<file path="config.mk">
export PLATFORM = sky130hd
export DESIGN_NAME = clock_calendar_alarm_monitor
export DESIGN_NICKNAME = d
export VERILOG_FILES = /design/src/ccam_pkg.sv /design/src/clock_calendar_alarm_monitor.sv
export SDC_FILE = /design/constraint.sdc
export NUM_CORES = 1
export LEC_CHECK = 0
export ABC_AREA = 1
export BUFFER_PORTS_ARGS = -buffer_cell sky130_fd_sc_hd__buf_2
export CELL_PAD_IN_SITES_DETAIL_PLACEMENT = 0
export CELL_PAD_IN_SITES_GLOBAL_PLACEMENT = 1
export CORE_MARGIN = 4
export CORE_UTILIZATION = 47
export DETAILED_ROUTE_END_ITERATION = 8
export PLACE_DENSITY = 0.78
export SKIP_CTS_REPAIR_TIMING = 1
export SLEW_MARGIN = 20
export SYNTH_ARGS = -nofsm -noshare
export SYNTH_HDL_FRONTEND = slang
export SYNTH_SLANG_ARGS = --single-unit
</file>
<file path="constraint.sdc">
create_clock -name clk -period 9.08 [get_ports clk]
set_clock_uncertainty 0.15 [all_clocks]
set_input_delay 0.908 -clock clk [delete_from_list [all_inputs] [get_ports clk]]
set_output_delay 0.908 -clock clk [all_outputs]
set_load 0.05 [all_outputs]
</file>
<file path="src/ccam_pkg.sv">
`timescale 1ns / 1ps
// ----------------------------------------------------------------------------
// ccam_pkg: shared types and constants of the clock calendar alarm monitor
// Command codes, register indexes, reset values and the temperature scaling.
// ----------------------------------------------------------------------------
package ccam_pkg;

	// command carried in s_tuser
	typedef enum logic [1:0] {
		FUNC_TICK      = 2'd0,
		FUNC_STOP      = 2'd1,
		FUNC_LOAD_TIME = 2'd2,
		FUNC_LOAD_DATE = 2'd3
	} func_t;

	localparam int CFG_IDX_W  = 3;
	localparam int CFG_DATA_W = 7;

	// register indexes on the configuration port
	typedef enum logic [CFG_IDX_W-1:0] {
		CFG_ALARM_EN  = 3'd0,
		CFG_AL_HR_T   = 3'd1,
		CFG_AL_HR_O   = 3'd2,
		CFG_AL_MN_T   = 3'd3,
		CFG_AL_MN_O   = 3'd4,
		CFG_TEMP_LOW  = 3'd5,
		CFG_TEMP_HIGH = 3'd6
	} cfg_idx_t;

	// band classification
	localparam logic [1:0] TS_BELOW  = 2'd0;
	localparam logic [1:0] TS_WITHIN = 2'd1;
	localparam logic [1:0] TS_ABOVE  = 2'd2;

	// degrees = floor(adc * 488 / 1000) = floor(adc * 61 / 125), done as
	// (adc * 61 * ceil(2^23 / 125)) >> 23, exact over the whole 10-bit range
	localparam logic [21:0] TEMP_RECIP = 22'd4093649;
	localparam int          TEMP_SHIFT = 23;

	localparam logic [5:0] RING_TICKS = 6'd60;
	localparam logic [13:0] YEAR_WRAP = 14'd10000;

	// reset values
	localparam logic [1:0]  RST_HR_TENS = 2'd1;
	localparam logic [3:0]  RST_HR_ONES = 4'd2;
	localparam logic [2:0]  RST_MN_TENS = 3'd4;
	localparam logic [3:0]  RST_MN_ONES = 4'd5;
	localparam logic [13:0] RST_YEAR    = 14'd1400;
	localparam logic [3:0]  RST_MONTH   = 4'd3;
	localparam logic [4:0]  RST_DAY     = 5'd20;
	localparam logic [1:0]  RST_AL_HR_T = 2'd1;
	localparam logic [3:0]  RST_AL_HR_O = 4'd3;
	localparam logic [2:0]  RST_AL_MN_T = 3'd3;
	localparam logic [3:0]  RST_AL_MN_O = 4'd0;
	localparam logic [6:0]  RST_T_LOW   = 7'd18;
	localparam logic [6:0]  RST_T_HIGH  = 7'd25;

endpackage

</file>
<file path="src/clock_calendar_alarm_monitor.sv">
`timescale 1ns / 1ps
// ----------------------------------------------------------------------------
// clock_calendar_alarm_monitor: BCD clock, calendar, alarm and thermometer
// One result item per command item: tick, stop alarm, load time, load date.
// ----------------------------------------------------------------------------
// Every accepted item yields one result item carrying the clock, the date,
// the last temperature, its class against the band and the buzzer flag. The
// block takes one item per clock cycle while its results drain; each item
// passes the input register and then the result register, and the whole
// state update (clock rollover chain, reciprocal multiply for the degrees,
// alarm compare and ring counter) is one combinational pass between those
// two registers. A stalled result register holds the input register, which
// in turn drops s_tready. Configuration is to be written through cfg_wen/
// cfg_addr/cfg_wdata only while the block is idle, which the block does not
// enforce; writes to an index past the last register are ignored.
// ----------------------------------------------------------------------------
module clock_calendar_alarm_monitor (
	input  logic        clk,
	input  logic        arst_n,
	// configuration write port
	input  logic        cfg_wen,
	input  logic [2:0]  cfg_addr,
	input  logic [6:0]  cfg_wdata,
	// command items
	input  logic        s_tvalid,
	output logic        s_tready,
	// s_tdata, from bit 0: adc_sample[9:0], set_hour_tens[11:10],
	// set_hour_ones[15:12], set_min_tens[18:16], set_min_ones[22:19],
	// set_year[36:23], set_month[40:37], set_day[45:41], zero [47:46]
	input  logic [47:0] s_tdata,
	// s_tuser: func[1:0]
	input  logic [1:0]  s_tuser,
	// result items
	output logic        m_tvalid,
	input  logic        m_tready,
	// m_tdata, from bit 0: hour_tens[1:0], hour_ones[5:2], min_tens[8:6],
	// min_ones[12:9], sec_tens[15:13], sec_ones[19:16], year[33:20],
	// month[37:34], day[42:38], temperature[51:43], temp_status[53:52],
	// buzzer[54], zero [55]
	output logic [55:0] m_tdata
);

	// ---------------------------------------------------------------- config
	logic       al_en_q;
	logic [1:0] al_hr_t_q;
	logic [3:0] al_hr_o_q;
	logic [2:0] al_mn_t_q;
	logic [3:0] al_mn_o_q;
	logic [6:0] t_low_q;
	logic [6:0] t_high_q;

	always_ff @(posedge clk or negedge arst_n) begin
		if (!arst_n) begin
			al_en_q   <= 1'b0;
			al_hr_t_q <= ccam_pkg::RST_AL_HR_T;
			al_hr_o_q <= ccam_pkg::RST_AL_HR_O;
			al_mn_t_q <= ccam_pkg::RST_AL_MN_T;
			al_mn_o_q <= ccam_pkg::RST_AL_MN_O;
			t_low_q   <= ccam_pkg::RST_T_LOW;
			t_high_q  <= ccam_pkg::RST_T_HIGH;
		end else if (cfg_wen) begin
			unique case (ccam_pkg::cfg_idx_t'(cfg_addr))
				ccam_pkg::CFG_ALARM_EN:  al_en_q   <= cfg_wdata[0];
				ccam_pkg::CFG_AL_HR_T:   al_hr_t_q <= cfg_wdata[1:0];
				ccam_pkg::CFG_AL_HR_O:   al_hr_o_q <= cfg_wdata[3:0];
				ccam_pkg::CFG_AL_MN_T:   al_mn_t_q <= cfg_wdata[2:0];
				ccam_pkg::CFG_AL_MN_O:   al_mn_o_q <= cfg_wdata[3:0];
				ccam_pkg::CFG_TEMP_LOW:  t_low_q   <= cfg_wdata;
				ccam_pkg::CFG_TEMP_HIGH: t_high_q  <= cfg_wdata;
				default: ;  // unused index: drop the write
			endcase
		end
	end

	// ------------------------------------------------------- input register
	logic                valid_s1;
	ccam_pkg::func_t     func_s1;
	logic [47:0]         data_s1;
	logic                out_valid_q;
	logic [55:0]         result_q;
	logic                adv_s1;

	// the item in s1 moves on whenever the result register is free or drains
	assign adv_s1   = valid_s1 && (!out_valid_q || m_tready);
	assign s_tready = !valid_s1 || adv_s1;

	always_ff @(posedge clk or negedge arst_n) begin
		if (!arst_n) begin
			valid_s1 <= 1'b0;
		end else if (s_tready) begin
			valid_s1 <= s_tvalid;
		end
	end

	always_ff @(posedge clk) begin
		if (s_tvalid && s_tready) begin
			func_s1 <= ccam_pkg::func_t'(s_tuser);
			data_s1 <= s_tdata;
		end
	end

	// unpack the held item
	logic [9:0]  adc_s1;
	logic [1:0]  set_ht_s1;
	logic [3:0]  set_ho_s1;
	logic [2:0]  set_mt_s1;
	logic [3:0]  set_mo_s1;
	logic [13:0] set_yr_s1;
	logic [3:0]  set_mon_s1;
	logic [4:0]  set_day_s1;

	assign adc_s1     = data_s1[9:0];
	assign set_ht_s1  = data_s1[11:10];
	assign set_ho_s1  = data_s1[15:12];
	assign set_mt_s1  = data_s1[18:16];
	assign set_mo_s1  = data_s1[22:19];
	assign set_yr_s1  = data_s1[36:23];
	assign set_mon_s1 = data_s1[40:37];
	assign set_day_s1 = data_s1[45:41];

	// ------------------------------------------------------------ state
	logic [1:0]  hr_tens_q;
	logic [3:0]  hr_ones_q;
	logic [2:0]  mn_tens_q;
	logic [3:0]  mn_ones_q;
	logic [2:0]  sc_tens_q;
	logic [3:0]  sc_ones_q;
	logic [13:0] year_q;
	logic [3:0]  month_q;
	logic [4:0]  day_q;
	logic        ringing_q;
	logic [5:0]  ring_cnt_q;
	logic        armed_q;
	logic [8:0]  temp_q;

	// ---------------------------------------------------- clock rollover
	// Widened by one bit so that an out-of-range digit plus one still
	// compares as "reached or passed".
	logic [4:0]  so_w, mo_w, ho_w;
	logic [3:0]  st_w, mt_w;
	logic [2:0]  ht_w;
	logic [5:0]  dy_w;
	logic [4:0]  mon_w;
	logic [14:0] yr_w;
	logic [6:0]  hr_val;

	always_comb begin
		so_w  = {1'b0, sc_ones_q} + 5'd1;
		st_w  = {1'b0, sc_tens_q};
		mo_w  = {1'b0, mn_ones_q};
		mt_w  = {1'b0, mn_tens_q};
		ho_w  = {1'b0, hr_ones_q};
		ht_w  = {1'b0, hr_tens_q};
		dy_w  = {1'b0, day_q};
		mon_w = {1'b0, month_q};
		yr_w  = {1'b0, year_q};
		if (so_w >= 5'd10) begin
			so_w = '0;
			st_w = st_w + 4'd1;
		end
		if (st_w >= 4'd6) begin
			st_w = '0;
			mo_w = mo_w + 5'd1;
		end
		if (mo_w >= 5'd10) begin
			mo_w = '0;
			mt_w = mt_w + 4'd1;
		end
		if (mt_w >= 4'd6) begin
			mt_w = '0;
			ho_w = ho_w + 5'd1;
		end
		if (ho_w >= 5'd10) begin
			ho_w = '0;
			ht_w = ht_w + 3'd1;
		end
		hr_val = {4'd0, ht_w} * 7'd10 + {2'd0, ho_w};
		// hour 24 or more clears both hour digits and rolls the day
		if (hr_val >= 7'd24) begin
			ht_w = '0;
			ho_w = '0;
			dy_w = dy_w + 6'd1;
		end
		if (dy_w >= 6'd30) begin
			dy_w  = '0;
			mon_w = mon_w + 5'd1;
		end
		if (mon_w >= 5'd12) begin
			mon_w = '0;
			yr_w  = yr_w + 15'd1;
		end
		if (yr_w >= {1'b0, ccam_pkg::YEAR_WRAP}) begin
			yr_w = '0;
		end
	end

	// --------------------------------------------------------- temperature
	logic [31:0] temp_prod;
	logic [8:0]  temp_tick;

	assign temp_prod = {22'd0, adc_s1} * {10'd0, ccam_pkg::TEMP_RECIP};
	assign temp_tick = temp_prod[ccam_pkg::TEMP_SHIFT +: 9];

	// ------------------------------------------------------------ next state
	logic [1:0]  n_hr_tens;
	logic [3:0]  n_hr_ones;
	logic [2:0]  n_mn_tens;
	logic [3:0]  n_mn_ones;
	logic [2:0]  n_sc_tens;
	logic [3:0]  n_sc_ones;
	logic [13:0] n_year;
	logic [3:0]  n_month;
	logic [4:0]  n_day;
	logic        n_ringing;
	logic [5:0]  n_ring_cnt;
	logic        n_armed;
	logic [8:0]  n_temp;
	logic        n_beep;
	logic [1:0]  n_status;
	logic [1:0]  tick_status;
	logic        al_match;
	logic [6:0]  ring_inc;

	// classify a value against the band; below is tested first
	function automatic logic [1:0] classify(input logic [8:0] t, input logic [6:0] lo,
		input logic [6:0] hi);
		if (t < {2'd0, lo}) begin
			return ccam_pkg::TS_BELOW;
		end
		if (t > {2'd0, hi}) begin
			return ccam_pkg::TS_ABOVE;
		end
		return ccam_pkg::TS_WITHIN;
	endfunction

	assign tick_status = classify(temp_tick, t_low_q, t_high_q);

	// alarm compares against the advanced time, at hh:mm:00
	assign al_match = al_en_q && (ht_w[1:0] == al_hr_t_q) && (ho_w[3:0] == al_hr_o_q)
		&& (mt_w[2:0] == al_mn_t_q) && (mo_w[3:0] == al_mn_o_q)
		&& (st_w == 4'd0) && (so_w == 5'd0);

	always_comb begin
		n_hr_tens  = hr_tens_q;
		n_hr_ones  = hr_ones_q;
		n_mn_tens  = mn_tens_q;
		n_mn_ones  = mn_ones_q;
		n_sc_tens  = sc_tens_q;
		n_sc_ones  = sc_ones_q;
		n_year     = year_q;
		n_month    = month_q;
		n_day      = day_q;
		n_ringing  = ringing_q;
		n_ring_cnt = ring_cnt_q;
		n_armed    = armed_q;
		n_temp     = temp_q;
		n_beep     = 1'b0;
		ring_inc   = '0;
		unique case (func_s1)
			ccam_pkg::FUNC_TICK: begin
				n_hr_tens = ht_w[1:0];
				n_hr_ones = ho_w[3:0];
				n_mn_tens = mt_w[2:0];
				n_mn_ones = mo_w[3:0];
				n_sc_tens = st_w[2:0];
				n_sc_ones = so_w[3:0];
				n_year    = yr_w[13:0];
				n_month   = mon_w[3:0];
				n_day     = dy_w[4:0];
				n_temp    = temp_tick;
				// band beep fires once on leaving; an in-band tick re-arms
				if (tick_status == ccam_pkg::TS_WITHIN) begin
					n_armed = 1'b1;
				end else if (armed_q) begin
					n_beep  = 1'b1;
					n_armed = 1'b0;
				end
				if (al_match) begin
					n_ring_cnt = '0;
					n_ringing  = 1'b1;
				end
				if (n_ringing) begin
					ring_inc   = {1'b0, n_ring_cnt} + 7'd1;
					n_ring_cnt = ring_inc[5:0];
					if (ring_inc > {1'b0, ccam_pkg::RING_TICKS}) begin
						n_ringing = 1'b0;
					end else begin
						n_beep = 1'b1;
					end
				end
			end
			ccam_pkg::FUNC_STOP: begin
				n_ringing = 1'b0;
			end
			ccam_pkg::FUNC_LOAD_TIME: begin
				n_hr_tens = set_ht_s1;
				n_hr_ones = set_ho_s1;
				n_mn_tens = set_mt_s1;
				n_mn_ones = set_mo_s1;
				n_sc_tens = '0;
				n_sc_ones = '0;
			end
			ccam_pkg::FUNC_LOAD_DATE: begin
				n_year  = set_yr_s1;
				n_month = set_mon_s1;
				n_day   = set_day_s1;
			end
		endcase
		n_status = classify(n_temp, t_low_q, t_high_q);
	end

	// advance the state once per item leaving s1
	always_ff @(posedge clk or negedge arst_n) begin
		if (!arst_n) begin
			hr_tens_q  <= ccam_pkg::RST_HR_TENS;
			hr_ones_q  <= ccam_pkg::RST_HR_ONES;
			mn_tens_q  <= ccam_pkg::RST_MN_TENS;
			mn_ones_q  <= ccam_pkg::RST_MN_ONES;
			sc_tens_q  <= '0;
			sc_ones_q  <= '0;
			year_q     <= ccam_pkg::RST_YEAR;
			month_q    <= ccam_pkg::RST_MONTH;
			day_q      <= ccam_pkg::RST_DAY;
			ringing_q  <= 1'b0;
			ring_cnt_q <= '0;
			armed_q    <= 1'b0;
			temp_q     <= '0;
		end else if (adv_s1) begin
			hr_tens_q  <= n_hr_tens;
			hr_ones_q  <= n_hr_ones;
			mn_tens_q  <= n_mn_tens;
			mn_ones_q  <= n_mn_ones;
			sc_tens_q  <= n_sc_tens;
			sc_ones_q  <= n_sc_ones;
			year_q     <= n_year;
			month_q    <= n_month;
			day_q      <= n_day;
			ringing_q  <= n_ringing;
			ring_cnt_q <= n_ring_cnt;
			armed_q    <= n_armed;
			temp_q     <= n_temp;
		end
	end

	// ------------------------------------------------------- result register
	always_ff @(posedge clk or negedge arst_n) begin
		if (!arst_n) begin
			out_valid_q <= 1'b0;
		end else if (adv_s1) begin
			out_valid_q <= 1'b1;
		end else if (m_tready) begin
			out_valid_q <= 1'b0;
		end
	end

	always_ff @(posedge clk) begin
		if (adv_s1) begin
			result_q <= {1'b0, n_beep, n_status, n_temp, n_day, n_month, n_year,
				n_sc_ones, n_sc_tens, n_mn_ones, n_mn_tens, n_hr_ones, n_hr_tens};
		end
	end

	assign m_tvalid = out_valid_q;
	assign m_tdata  = result_q;

	// ------------------------------------------------------------ assertions
	// ring counter never passes the ring length while ringing
	a_ring_bound: assert property (@(posedge clk) disable iff (!arst_n)
		ringing_q |-> (ring_cnt_q <= ccam_pkg::RING_TICKS))
		else $error("ring counter past ring length while ringing");

	// after a tick the hour is always a legal hour of the day
	a_hour_legal: assert property (@(posedge clk) disable iff (!arst_n)
		(adv_s1 && (func_s1 == ccam_pkg::FUNC_TICK))
		|=> (({5'd0, hr_tens_q} * 7'd10 + {3'd0, hr_ones_q}) < 7'd24))
		else $error("hour out of range after tick");

	// only a tick can sound the buzzer
	a_beep_tick: assert property (@(posedge clk) disable iff (!arst_n)
		(adv_s1 && (func_s1 != ccam_pkg::FUNC_TICK)) |=> !m_tdata[54])
		else $error("buzzer on a non-tick item");

	// a full s1 behind a stalled result must hold off new items
	a_stall: assert property (@(posedge clk) disable iff (!arst_n)
		(valid_s1 && out_valid_q && !m_tready) |-> !s_tready)
		else $error("input accepted while both stages are stalled");

endmodule

</file>
==> flow_summary.yaml <==
setup_path:
  crit_path_end_kind: "flop"
  worstSetupEndpoint: "m_tdata[33]"
  worstPathRequired_ns: 9.18
  r2r_setup_slack_ns: 1.47
  r2r_cells: 52
  max_stage_delay_ns: 0.45
  reg2reg_from: "sc_ones_q[0]"
  cpMaxStageDelayCell: "dfrtp_1"
  criticalPathCategory: "reg2reg"
  crit_fanout: 27
  arrival_ns: 7.71
  crit_path_start: "sc_ones_q[0]"
  startpoint_type: "flop"
  r2r-end: "m_tdata[33]"
  crit_top_cell: "nand2_2"
die:
  fp.dieW_microns: 179
  io_pins: 123
  die_area_sq_um: 31900
  rows: 62
  initial_core_util_pct: 47.7
  core_area_sq_um: 28700
  die_h_microns: 179
timing:
  tightestPinTransition_ns: 1.01
  finalSetupViolCount: 0
  hold_violations: 0
  relSlewSlack_pct: 32.8
  finalCriticalPeriod_ns: 7.61
  maxSlewViolCount: 0
  grt_setup_unrepaired: "no"
  post-route-period-util_pct: 83.8
  fmax_ghz: 0.131
  fin_setup_tns_ns: 0
power_and_ir_drop:
  internal_power_uw: 2980
  p_per_area_nw_per_um2: 387
  sw_frac_of_total_pct: 49.6
  clkPwrFrac_pct: 13.2
  power_leakage_uw: 0.00720
  p_seq_share_pct: 23.4
  switching_power_uw: 2930
  combPwrFrac_pct: 63.4
  ir_drop_uv: 296
global_route:
  grt_antenna_before_repair: 1
  grt_pass1_vias: 9871
  grt_usage_pct: 19.7
  grt_pass1_wl_mm: 49.9
  grt-ovfl-total: 0
  grt_max_degree: 83
synthesis:
  ys_top_cells_by_area: "edfxtp_1 23%, dfrtp_1 12%, ha_1 12%"
  synth-edff-count: 103
  yosys.cell_count.top_type: "nand2_1"
  yosysSeqAreaShare_pct: 39.3
  synth_cell_types: 59
  dominantRegCellSynth: "edfxtp_1"
  async_reset_ff_share_pct: 46.6
  avgSynthCellArea_sq_um: 9.43
  ys_ff_latch: 193
  synth_top_area_cell: "edfxtp_1"
  synth_common_cells: "289 x nand2_1, 211 x inv_1, 127 x ha_1, 103 x edfxtp_1, 97 x o21ai_0"
  synthCells: 1451
  synth_area_sq_um: 13700
  synth_top_area_share_pct: 22.6
  yosysWarnings: 0
clock_network:
  clock_latency_ns: 0.45
  cts_root_buf: "clkbuf_16"
  clk_pin_slew_ns: 0.08
  cts.sinks: 193
  cts_tree: "done"
  htreeDepth: 4
  cts_buffers: 17
  cts_buffer_depth: 2
drt:
  drc: 0
  vias: 10026
  ant_nets: 0
  post_drt_wl_per_cell_microns: 15.2
  drt_pass1_iterations: 5
  drt-total-wl_mm: 29.9
  first_iter_violations: 672
  vias_per_cell: 5.11
place:
  dp_hpwl_mm: 22.7
  gp_congestion: 0.884
  port_buffers: 119
finish:
  nets: 1828
  syn_to_final_growth_pct: 11.6
  n_antenna_cell: 0
  finalCoreUtilization_pct: 53.2
  num-fill-cells: 2665
  drive_gt1_share_pct: 17.5
status:
  status: "finished clean"
hold_path:
  min-delay-path-class: "in2async"
flow_run:
  maxCapViolations: 0
==> power by group through the flow <==
| stage | logic (uW) | clock network (uW) | registers (uW) |
|---|---|---|---|
| global placement | 3670 | 0 | 1390 |
| floorplan | 2680 | 0 | 1610 |
| finish | 3750 | 779 | 1380 |
| global route | 4300 | 837 | 1410 |
| CTS | 3780 | 798 | 1380 |
| detailed placement | 3750 | 0 | 1400 |
==> worst min path at each step <==
stage               startpoint             to  slack, ns
finish                  arst_n    t_high_q[6]       0.34
global placement       armed_q        armed_q       0.32
global route         year_q[6]      year_q[6]       0.36
CTS                    armed_q        armed_q       0.34
detailed placement     armed_q        armed_q       0.32
floorplan            ringing_q  ring_cnt_q[0]       0.30
==> through the flow <==
step	hold slack, ns	area, sq um	setup slack (ns)	total power, uW	instances
after global routing	0.363	15300	0.613	6550	1962
after floorplan	0.299	13700	2.75	4290	1452
after global placement	0.318	14600	1.56	5060	1930
final	0.341	15300	1.47	5910	1962
after CTS	0.342	15300	1.37	5960	1962
after detailed placement	0.324	14600	1.48	5150	1930
==> cell type report <==
cell class	count	area (sq um)	area share (%)
inverter	222	837	5.48
multi-input combinational	1006	7310	47.9
tap	384	480	3.15
clock inverter	15	188	1.23
timing repair buffer	125	643	4.21
sequential	193	5380	35.2
clock buffer	17	425	2.79
==> critical path, delay by kind of cell (launching register included) <==
family	cells	cell delay, ns
adder cells (fa/ha/maj)	3	0.94
flip-flops	1	0.45
AND/OR/NAND/NOR	40	4.26
XOR/XNOR	2	0.29
buffers and inverters	3	0.18
AO/OA/AOI/OAI	4	1.06
==> per-layer routing <==
layer  wire length [microns]  GRT usage [%]  part of all wire, %
met5                       8              0                0.027
met1                   14800           29.0                   49
met2                   13400           30.8                   45
met4                     344           4.29                  1.2
met3                    1410           3.45                  4.7
==> placed cells by master (no fill, tap or decap), types with 3 or more instances in the layout <==
master     Yosys  routed
dfrtp_1       65      65
inv_1        211     210
xnor2_1        7       7
o21ai_2        6       6
nand3_1       70      70
o22ai_1        5       5
o211ai_1       3       3
nor2_2         6       7
fa_1          71      71
o21ai_1        5       5
nor3_1        11      11
a22oi_1       17      17
ha_1         127     127
edfxtp_1     103     103
a21o_1         3       3
dfstp_2       25      25
inv_2          9       9
xor2_1        33      33
buf_4          1       7
a21oi_1       64      64
a31oi_1        4       4
nor4_1         6       6
clkbuf_16      0      17
nand3b_1       4       4
a21boi_0       4       4
nand2_1      289     289
nand3_2       17      17
nand2_4       15      15
inv_6          0       3
a21boi_1      11      11
clkinv_8       0       3
nor2_4         4       4
and2_1         3       3
buf_2          2     118
o21ai_0       97      97
inv_8          0       3
o221ai_1       5       5
nand2_2       24      24
nor2_1        57      56
nand4_1       16      16
==> logic make-up (layout without fill, tap and decap cells) <==
kind of cell	Yosys count	in the layout	share of synthesized area, %
compound gates	234	234	9.97
xor+xnor	40	40	2.56
fa+ha+maj	198	198	22.0
buf+inv	253	379	7.26
flops	193	193	39.3
other cells	1	2	0.0274
simple gates	532	532	18.9
==> state kept, by name, summed over array words and instances, names as in the netlist, 4 cells and up <==
register / count
al_hr_o_q: 4
al_mn_o_q: 4
data_s1: 46
day_q: 5
hr_ones_q: 4
m_tdata: 55
mn_ones_q: 4
month_q: 4
ring_cnt_q: 6
sc_ones_q: 4
t_high_q: 7
t_low_q: 7
temp_q: 9
year_q: 14
No activity file was read; power rests on OpenSTA's default activity.
